$ cat src/sv/tlcr_pkg.sv
// Package for the text line cell renderer: sizes, character codes, register
// indexes and the command and status structs between controller and datapath.
// Depends on nothing.
package tlcr_pkg;

   // Screen geometry and field widths.
   localparam int ROWS     = 32;
   localparam int MAX_COLS = 128;
   localparam int ROW_W    = $clog2(ROWS);
   localparam int COL_W    = $clog2(MAX_COLS);
   localparam int ADDR_W   = ROW_W + COL_W;
   localparam int DEPTH    = ROWS * MAX_COLS;
   localparam int CELL_W   = 8;
   localparam int SRC_W    = 12;
   localparam int TAB_W    = 5;
   localparam int LEN_W    = 8;
   localparam int CNT_W    = 5;
   localparam int MODC_W   = $clog2(SRC_W);

   localparam int REQ_DATA_W = 40;
   localparam int RSP_DATA_W = 24;
   localparam int CSR_DATA_W = 8;

   // Register reset values and limits.
   localparam logic [TAB_W-1:0] TAB_RESET  = 5'd8;
   localparam logic [TAB_W-1:0] TAB_MAX    = 5'd16;
   localparam logic [LEN_W-1:0] LINE_RESET = 8'd80;
   localparam logic [LEN_W-1:0] LEN_MAX    = LEN_W'(MAX_COLS);

   // Character codes.
   localparam logic [CELL_W-1:0] CH_TAB    = 8'h09;
   localparam logic [CELL_W-1:0] CH_SPACE  = 8'h20;
   localparam logic [CELL_W-1:0] CH_DEL    = 8'h7F;
   localparam logic [CELL_W-1:0] CH_AT     = 8'h40;
   localparam logic [CELL_W-1:0] CH_CARET  = 8'h5E;
   localparam logic [CELL_W-1:0] CH_BANG   = 8'h21;
   localparam logic [CELL_W-1:0] CH_GT     = 8'h3E;
   localparam logic [CELL_W-1:0] CH_UNDER  = 8'h5F;
   localparam logic [CELL_W-1:0] CH_QUEST  = 8'h3F;
   localparam logic [CELL_W-1:0] CH_FF     = 8'hFF;
   localparam logic [CELL_W-1:0] CH_ONE    = 8'h01;

   // Request kinds carried in req_tuser.
   localparam logic FUNC_START = 1'b0;
   localparam logic FUNC_CHAR  = 1'b1;

   // Configuration register indexes.
   typedef enum logic [0:0] {
      CSR_TAB_WIDTH  = 1'b0,
      CSR_LINE_CELLS = 1'b1
   } csr_index_type;

   // Commands from the controller to the datapath.
   typedef struct packed {
      logic clr_step;
      logic load_start;
      logic load_char;
      logic mod_step;
      logic skip_apply;
      logic seq_begin;
      logic rd_issue;
      logic cell_put;
      logic flush;
   } ctrl_cmd_type;

   // Status from the datapath to the controller.
   typedef struct packed {
      logic clr_last;
      logic line_done;
      logic req_tab;
      logic mod_last;
      logic skipping;
      logic emit;
      logic hold_valid;
      logic out_free;
      logic seq_end;
   } dp_status_type;

endpackage

$ cat src/sv/tlcr_ctrl.sv
// Controller state machine of the text line cell renderer: sequences the
// clearing pass, request decode, tab remainder, per-cell read and compare, and flush.
// Depends on tlcr_pkg.
module tlcr_ctrl
   import tlcr_pkg::*;
(
   input  logic          clock,
   input  logic          reset,
   input  logic          req_tvalid,
   input  logic          req_func,
   output logic          req_tready,
   input  dp_status_type st,
   output ctrl_cmd_type  cmd
);

   typedef enum logic [2:0] {
      S_CLEAR,
      S_IDLE,
      S_MOD,
      S_DECIDE,
      S_READ,
      S_CMP,
      S_FLUSH
   } state_type;

   state_type state_ff;
   state_type state_in;

   assign req_tready = (state_ff == S_IDLE);

   // Next state and commands.
   always_comb begin
      state_in = state_ff;
      cmd      = '0;
      unique case (state_ff)
         S_CLEAR: begin
            cmd.clr_step = 1'b1;
            if (st.clr_last) begin
               state_in = S_IDLE;
            end
         end
         S_IDLE: begin
            if (req_tvalid) begin
               if (req_func == FUNC_START) begin
                  cmd.load_start = 1'b1;
               end else if (!st.line_done) begin
                  cmd.load_char = 1'b1;
                  state_in      = st.req_tab ? S_MOD : S_DECIDE;
               end
            end
         end
         S_MOD: begin
            cmd.mod_step = 1'b1;
            if (st.mod_last) begin
               state_in = S_DECIDE;
            end
         end
         S_DECIDE: begin
            if (st.skipping) begin
               cmd.skip_apply = 1'b1;
               state_in       = S_IDLE;
            end else begin
               cmd.seq_begin = 1'b1;
               state_in      = S_READ;
            end
         end
         S_READ: begin
            cmd.rd_issue = 1'b1;
            state_in     = S_CMP;
         end
         S_CMP: begin
            // A new cell that must be shown waits while the pending one cannot move out.
            if (!(st.emit && st.hold_valid && !st.out_free)) begin
               cmd.cell_put = 1'b1;
               state_in     = st.seq_end ? S_FLUSH : S_READ;
            end
         end
         S_FLUSH: begin
            if (!st.hold_valid) begin
               state_in = S_IDLE;
            end else if (st.out_free) begin
               cmd.flush = 1'b1;
               state_in  = S_IDLE;
            end
         end
         default: begin
            state_in = S_IDLE;
         end
      endcase
   end

   // State register.
   always_ff @(posedge clock) begin
      if (reset) begin
         state_ff <= S_CLEAR;
      end else begin
         state_ff <= state_in;
      end
   end

endmodule

$ cat config.mk
export PLATFORM = sky130hd
export DESIGN_NAME = tlcr_ctrl
export DESIGN_NICKNAME = d
export VERILOG_FILES = /design/src/sv/tlcr_pkg.sv /design/src/sv/tlcr_ctrl.sv
export SDC_FILE = /design/constraint.sdc
export NUM_CORES = 1
export LEC_CHECK = 0
export BUFFER_PORTS_ARGS = -buffer_cell sky130_fd_sc_hd__buf_4
export CORE_AREA = 10 10 47 49
export CTS_CLUSTER_SIZE = 24
export DETAILED_ROUTE_END_ITERATION = 8
export DIE_AREA = 0 0 57 59
export HOLD_SLACK_MARGIN = 0.02
export PLACE_DENSITY = 0.61
export SKIP_CTS_REPAIR_TIMING = 1
export SLEW_MARGIN = 15
export SYNTH_ARGS = -nofsm -noshare
export SYNTH_HDL_FRONTEND = slang
export SYNTH_SLANG_ARGS = --single-unit
$ cat constraint.sdc
create_clock -name clock -period 1.6 [get_ports clock]
set_input_delay 0.08 -clock clock [delete_from_list [all_inputs] [get_ports clock]]
set_output_delay 0.08 -clock clock [all_outputs]
set_load 0.05 [all_outputs]
* Word level (Yosys, flattened, before mapping)
Cells that the tools add are included.
** Storage, ports and cells
- Register bits :: 3
- Bits of input ports :: 13
- Word-level logic and storage cells :: 47
** Cells by class
- Eq/ne operators :: 13
- Mux-type cells :: 28
- Reduce and logical (&&, ||, !) cells :: 5
** Operators with widths (count)
- $mux 3 :: 9
- $pmux 3 s7 :: 1
- $mux 1 :: 14
- $ne 2x2->1 const B :: 6
- $eq 3x3->1 const B :: 3
- $mux 2 :: 4
- $reduce_and 7->1 :: 1
- $eq 3x2->1 const B :: 2
- $eq 3x1->1 const B :: 1
- $logic_not 3->1 :: 1
- $ne 3x3->1 const B :: 1
- $logic_and 1x1->1 :: 2
- $logic_not 1->1 :: 1

* Longest topological paths before layout
Gate-level depths: netlist of run 1.
- Depth after elaboration :: 5
- Depth in mapped cells :: 5

* Worst setup path after synthesis of run 1
OpenSTA, ideal clock, no wires.
- Path kind :: reg-to-reg
- Start point :: register state_ff[1]
- End point :: register state_ff[1]
- Arrival time :: 2.039 ns
- Required time :: 1.514 ns
- Slack :: -0.525 ns
- Cell stages (with the launch flop) :: 6
- Buffers on the path :: 1
- Period minus slack after synthesis :: 2.125 ns
- Cells stage by stage :: dfxtp_1 buf_6 inv_1 nor3_1 nor3_1 a221oi_2
** Between the ends
- Word-level cells in the longest chain between the ends :: 3
- Elaborated cells between the ends (all ways) :: 16
** Ends and longest elaborated chain
- start, declared :: RTL line tlcr_ctrl.sv:26 : state_type state_ff;
- start signal, assigned :: RTL line tlcr_ctrl.sv:97 : state_ff <= state_in;
- $eq 3x3->1, or another cell as far along :: RTL line tlcr_ctrl.sv:35 : unique case (state_ff)
- $ne 3x3->1 (no source line) / $ne 2x2->1 (equally long branches)
- $reduce_and 7->1 (no source line)
Several ways; a longest one is shown, not always the timed one.
A chain may end at the register's enable or synchronous reset.

==> metrics.md, run 1 <==
| Metric | Value |
|---|---|
| Hold Vio Cnt, Final | `0` |
| Setup TNS | `0 ns` |
| Max-slew violation total from the final report | `0` |
| Vias after detailed routing | `386` |
| Top cell type's share of synthesized area | `18.0%` |
| Root Driver | `clkbuf_4` |
| Multi-input logic area | `277 sq um` |
| Yosys warning count | `0` |
| Dpl hpwl | `slightly below 900 microns` |
| Max layer used | `met4` |
| Design Area, Final | `589 sq um` |
| Slew headroom | `between 80% and 90%` |
| CTS H-tree depth | `1` |
| N_diodes | `0` |
| Longest Clk Path Bufs | `2` |
| Grt total ovfl | `0` |
| Worst min-delay path class | `in -> reg` |
| Sequential area share after synthesis | `18.0%` |
| Placed Area | `549 sq um` |
| Biggest register | `state_ff` |
| Num CTS Buffers | `3` |
| Status | `finished clean` |
| Final net count | `80` |
| Pwr Total | `roughly 570 uW` |
| Clock slew at reported path FFs | `roughly 0.04 ns` |
| Slew @ Worst Pin | `~0.26 ns` |
| Register area | `61.3 sq um` |
| DRC errors left | `0` |
| Crit-path max FO | `5` |
| CTS tree | `built` |
| Fill cells | `149` |
| Top cell type by total area after synthesis | `dfxtp_1` |
| Endpoints failing setup | `0` |
| DRT iter0 DRCs | `4` |
| Avg Inst Size Synth | `8.35 sq um` |
| DR pass1 iterations | `3` |
| Initial Utilization | `23.8%` |
| Routed vias/inst | `between 4 and 5` |
| Routed len/inst | `between 10 and 15 microns` |
| Biggest regs | `state_ff (3)` |
| Initial antenna violation count | `0` |
| Crit end category | `output pin` |
| Routed Antenna Nets | `0` |
| Cells on worst reg2reg path | `5` |
| Netlist Area Pre-Place | `roughly 330 sq um` |
| Total GRT Usage | `6.09%` |
| Routed wl met3 | `71 microns` |
| Met1 wire length | `443 microns` |
| Slowest-stage cell, CP | `or3b_1` |
| Arrival time at the worst endpoint | `1.44 ns` |
| Hold Path Sink | `state_ff[1]` |
| Area Growth Syn to Fin | `76.4%` |
| I/O pins | `23` |
| CP startpoint kind | `flop` |
| Syn Nets | `53` |
| Reg2reg start | `state_ff[0]` |
| Clk Latency, worst-skew pair | `0.23 ns` |
| Critical path, cell by cell | `or3b_1 -> nor2_2 -> buf_4` |
| Req. time, crit path | `1.52 ns` |
| Largest net degree at the start of global routing | `12` |
| R2R setup slack | `around 0.14 ns` |
| Row cnt | `14` |
| Largest cells by area after synthesis | `dfxtp_1 (18%), o311a_4 (6.4%), nand3b_4 (6.0%)` |
| Die height | `a little under 60 microns` |
| Number of synthesized register bits | `3` |
| Tcrit/Tclk final | `a little over nine tenths` |
| Vias in the first global route | `374` |
| Largest register FFs | `3` |
| CORE AREA | `1400 sq um` |
| Layout cell share with drive strength beyond 1 | `59.1%` |
| Peak VDD IR | `roughly 0.46 mV` |
| Clock sinks | `3` |
| Die X | `around 57 microns` |
| Max-cap violations | `0` |
| CP Class | `reg -> out` |
| Input/output buffers | `22` |
| Minimum clock period | `1.52 ns` |
| Crit path max-delay family | `simple AND/OR/NAND/NOR gates` |
| Leakage power total | `0.000269 uW` |
| First-pass GRT wire length | `1570 microns` |
| FF-to-FF End | `state_ff[1]` |
| Pwr/cell area | `975 nW/um^2` |
| WL final | `1050 microns` |
| RSZ-0062 raised after global routing | `false` |
| Clk_skew | `roughly 0.00077 ns` |
| Wire length on met2 | `503 microns` |
| Syn Inst Count | `40` |
| CP bufs+invs | `1` |
| Die area | `~3400 sq um` |
| CP max stage delay | `0.43 ns` |
| Hold Crit Start | `st[0]` |
| WHS Path Cells | `3` |
| Max Freq | `658 MHz` |
| RePlAce Congestion | `0.753` |
| Unique cell type count in the Yosys netlist | `28` |
-- synth_stat cells --
cell type  number
a211o_1         1
a21oi_1         1
a221oi_2        1
a31oi_1         1
and4b_1         1
buf_2           1
buf_6           1
clkbuf_1        1
clkinv_1        1
dfxtp_1         3
inv_1           3
mux2_4          1
nand2_1         2
nand2b_1        1
nand3_1         1
nand3b_1        1
nand3b_4        1
nand4_1         2
nor2_1          3
nor3_1          4
nor3b_1         2
nor4b_2         1
o211a_1         1
o21ai_0         1
o21ai_1         1
o311a_4         1
o31a_1          1
or3b_1          1
-- routing by layer --
metal	up-vias	GRT usage, %
met4	0	6.04
met3	4	1.93
met5	-	0
met2	12	9.15
met1	167	6.52
li1	203	-
-- cell usage in the layout (no fill, tap or decap), types with 2 or more instances in the layout --
master    instances
inv_1             3
nor3b_2           2
nor3_2            2
nand2_1           2
buf_4            24
nor3_1            2
nor2_1            2
dfxtp_1           2
clkbuf_4          3
nand4_1           2
-- report_power, final --
group          internal [uW]  total [uW]  switching, uW  leakage (uW)
registers               88.7         110           21.5     0.0000250
logic                    134         331            197      0.000229
clock network           93.5         133           39.8     0.0000150
total                    317         575            258      0.000269
-- worst min-delay path: cells and delay by family --
kind / cells / cell delay (ns)
buffers and inverters: 1 / 0.11
AO/OA/AOI/OAI: 1 / 0.06
AND/OR/NAND/NOR: 1 / 0.09
-- final cells by class --
| cell class | count | share of cell area [%] |
|---|---|---|
| clock buffers | 4 | 4.46 |
| inverters | 4 | 2.55 |
| multi-input cells | 30 | 46.9 |
| flip-flops and latches | 3 | 10.4 |
| well taps | 16 | 3.40 |
| repair buffers | 25 | 32.3 |
-- per-stage QoR --
stage               setup WS, ns  hold slack, ns  utilization [%]  std cells
floorplan                 -0.334           0.146                -         40
global placement           0.119           0.250             39.2         77
detailed placement         0.107           0.253             39.2         77
CTS                      -0.0513         0.00464             41.1         81
global route             0.00433           0.151             42.1         82
finish                    0.0792           0.138             42.1         82
-- cells by family after synthesis --
kind of cell,after synthesis,share of synthesized area [%]
AO/OA/AOI/OAI,9,25.5
buffers and inverters,7,10.5
flip-flops,3,18.0
multiplexers,1,4.49
AND/OR/NAND/NOR,20,41.6
-- worst max-delay path by stage --
stage                 from           to  slack (ns)  cells after the start
2_1_floorplan  state_ff[0]  state_ff[1]       -0.33                      4
3_3_place_gp   state_ff[1]  state_ff[0]        0.12                      3
3_5_place_dp   state_ff[1]  state_ff[1]        0.11                      3
4_1_cts        state_ff[1]       cmd[3]       -0.05                      3
5_1_grt        state_ff[0]       cmd[7]       0.004                      3
6_report       state_ff[0]       cmd[6]        0.08                      3
(Power assumes the default switching activity.)
==> run 2: changes to the inputs <==
--- a/config.mk
+++ b/config.mk
@@ -5,13 +5,14 @@
 export SDC_FILE = /design/constraint.sdc
 export NUM_CORES = 1
 export LEC_CHECK = 0
+export ABC_AREA = 1
 export BUFFER_PORTS_ARGS = -buffer_cell sky130_fd_sc_hd__buf_4
 export CORE_AREA = 10 10 47 49
 export CTS_CLUSTER_SIZE = 24
 export DETAILED_ROUTE_END_ITERATION = 8
 export DIE_AREA = 0 0 57 59
 export HOLD_SLACK_MARGIN = 0.02
-export PLACE_DENSITY = 0.61
+export PLACE_DENSITY = 0.65
 export SKIP_CTS_REPAIR_TIMING = 1
 export SLEW_MARGIN = 15
 export SYNTH_ARGS = -nofsm -noshare
==> metrics.md, run 2 <==
| Metric | Value |
|---|---|
| Area Growth Syn to Fin | `54.8%` |
| Vias after detailed routing | `between 400 and 500` |
| Yosys warning count | `0` |
| Hold Vio Cnt, Final | `0` |
| Total GRT Usage | `7.26%` |
| Compound-Gate Fraction of Synth Area | `7.10%` |
| Grt total ovfl | `0` |
| CTS tree | `built` |
| WHS | `0.0866 ns` |
| Longest Clk Path Bufs | `2` |
| Pwr/cell area | `1740 nW/um^2` |
| Initial Utilization | `27.7%` |
| Slew headroom | `85.2%` |
| Number of synthesized register bits | `3` |
| DRT iter0 DRCs | `6` |
| Unique cell type count in the Yosys netlist | `19` |
| RePlAce Congestion | `0.711` |
| Crit path from | `state_ff[1]` |
| Clock sinks | `3` |
| Commonest non-fill, non-tap cell in the layout | `buf_4` |
| I/O pins | `23` |
| XOR/XNOR Fraction of Synth Area | `0%` |
| Pwr Total | `1050 uW` |
| Mux contribution to synthesized area | `0%` |
| Final cell count without fillers | `104` |
| RSZ-0062 raised after global routing | `false` |
| Final net count | `102` |
| Endpoints failing setup | `0` |
| Tcrit/Tclk final | `between 80% and 90%` |
| Syn Inst Count | `64` |
| R2R setup slack | `between 0.3 and 0.4 ns` |
| Top cell type by total area after synthesis | `dfxtp_1` |
| Input/output buffers | `22` |
| Clock slew at reported path FFs | `approximately 0.04 ns` |
| CORE AREA | `1400 sq um` |
| Clk Latency, worst-skew pair | `0.25 ns` |
| Sequential area share after synthesis | `between 15 and 20%` |
| Placed cell count | `100` |
| Max-slew violation total from the final report | `0` |
| Root Driver | `clkbuf_4` |
| Biggest register | `state_ff` |
| Setup TNS | `0 ns` |
| Routed len/inst | `11.0 microns` |
| Avg Inst Size Synth | `6.06 sq um` |
| Arrival time at the worst endpoint | `about 1.3 ns` |
| Worst min-delay path class | `in -> reg` |
| Cells on worst reg2reg path | `7` |
| Main combinational cell family by area after synthesis | `simple AND/OR/NAND/NOR gates` |
| Max Freq | `702 MHz` |
| CP Class | `reg -> out` |
| Critical path, cell by cell | `inv_2 -> nand2_4 -> nor2_4 -> inv_1 -> nor3_2 -> buf_4` |
| Largest register FFs | `3` |
| Max-cap violations | `0` |
| Crit end category | `output pin` |
| Netlist Area Pre-Place | `388 sq um` |
| Die area | `3360 sq um` |
| Routed Antenna Nets | `0` |
| Largest cells by area after synthesis | `dfxtp_1 (15%), inv_1 (11%), nand2_1 (11%)` |
| Biggest regs | `state_ff (3)` |
| Ys flop type | `dfxtp_1` |
| Post-Synth Adder-Cell Area | `0%` |
| Crit-path max FO | `5` |
| Peak VDD IR | `roughly 0.56 mV` |
| Fill cells | `161` |
| Top cell type's share of synthesized area | `about 15%` |
| CTS H-tree depth | `1` |
| Initial antenna violation count | `0` |
| Clk_skew | `between 0.008 and 0.009 ns` |
| Async S/R FF share, synth | `0%` |
| Reg2reg start | `state_ff[2]` |
| N_diodes | `0` |
| Slowest-stage cell, CP | `dfxtp_1` |
| Dpl hpwl | `slightly below 1000 microns` |
| FF-to-FF End | `state_ff[1]` |
| Most frequent cells in the layout | `buf_4 (22), inv_1 (11), nand2_1 (11)` |
| Number of flops mapped to enable cells by yosys | `0` |
| Row cnt | `14` |
| Status | `finished clean` |
| DRC errors left | `0` |
| Largest net degree at the start of global routing | `10` |
| CP startpoint kind | `flop` |
| Req. time, crit path | `1.52 ns` |
| Minimum clock period | `1.42 ns` |
| Die height | `between 50 and 60 microns` |
| WL final | `1150 microns` |
| Crit path max-delay family | `buffers and inverters` |
| Slew @ Worst Pin | `0.222 ns` |
| Num CTS Buffers | `3` |
| Routed vias/inst | `4.37` |
| Crit path capture | `cmd[7]` |
| Simple-Gate Fraction of Synth Area | `roughly 61%` |
| DR pass1 iterations | `4` |
| CP bufs+invs | `3` |
| First-pass GRT wire length | `2030 microns` |
| Leakage power total | `0.000321 uW` |
| Vias in the first global route | `500` |
| CP max stage delay | `0.35 ns` |
| Syn Nets | `77` |
| WP depth | `6` |
| Die X | `57 microns` |
| Layout cell share with drive strength beyond 1 | `51.1%` |
| Synth cell count leaders | `inv_1 (11), nand2_1 (11), nor2_1 (11)` |
-- run 2: cell types whose count changed after synthesis, sizes merged, moves of 2 or more --
cell,change
inv,+9
nand2,+13
nand3,+4
nand4,-2
nor2,+15
nor3b,-2
-- run 2: final cells by class --
cell class | instances | area (sq um) | area share [%]
clock buffer | 4 | 26.3 | 4.38
inverter | 12 | 45.0 | 7.50
sequential | 3 | 62.6 | 10.4
multi-input combinational | 47 | 282 | 46.9
tap | 16 | 20.0 | 3.33
timing repair buffer | 22 | 165 | 27.5
-- run 2: worst min path at each step --
| stage | slack (ns) | start | cells after the start | to |
|---|---|---|---|---|
| 2_1_floorplan | 0.25 | reset | 3 | state_ff[0] |
| 3_3_place_gp | 0.35 | reset | 4 | state_ff[0] |
| 4_1_cts | 0.09 | reset | 4 | state_ff[0] |
| 3_5_place_dp | 0.35 | reset | 4 | state_ff[0] |
| 6_report | 0.09 | reset | 4 | state_ff[0] |
| 5_1_grt | 0.1 | reset | 4 | state_ff[0] |
-- run 2: per-stage QoR --
| step | cell area [sq um] | setup slack (ns) | util, % |
|---|---|---|---|
| CTS | 598 | 0.0596 | 42.7 |
| floorplan | 405 | -0.0601 | - |
| detailed placement | 572 | 0.195 | 40.8 |
| global placement | 572 | 0.233 | 40.8 |
| finish | 601 | 0.176 | 42.9 |
| global route | 601 | 0.0824 | 42.9 |
-- run 2: report_power, final --
group,internal (uW),total [uW],switching [uW]
registers,109,181,71.5
logic,243,724,481
clock network,94.1,143,49.3
-- run 2: kinds of logic (layout without fill, tap and decap cells) --
kind of cell           Yosys count  after routing
AND/OR/NAND/NOR                 43             43
buffers and inverters           14             38
AO/OA/AOI/OAI                    4              4
flip-flops                       3              3
-- run 2: per-layer routing --
layer	part of all wire (%)	vias to the layer above	track usage, %
li1	-	241	-
met1	46	189	8.19
met2	43	22	11.6
met3	9.5	2	2.58
met4	1.7	0	4.03
met5	0	-	0
-- run 2: worst min-delay path: stages --
cell	delay, ns
buf_4	0.07
inv_1	0.05
nand2_1	0.06
nor2_1	0.03
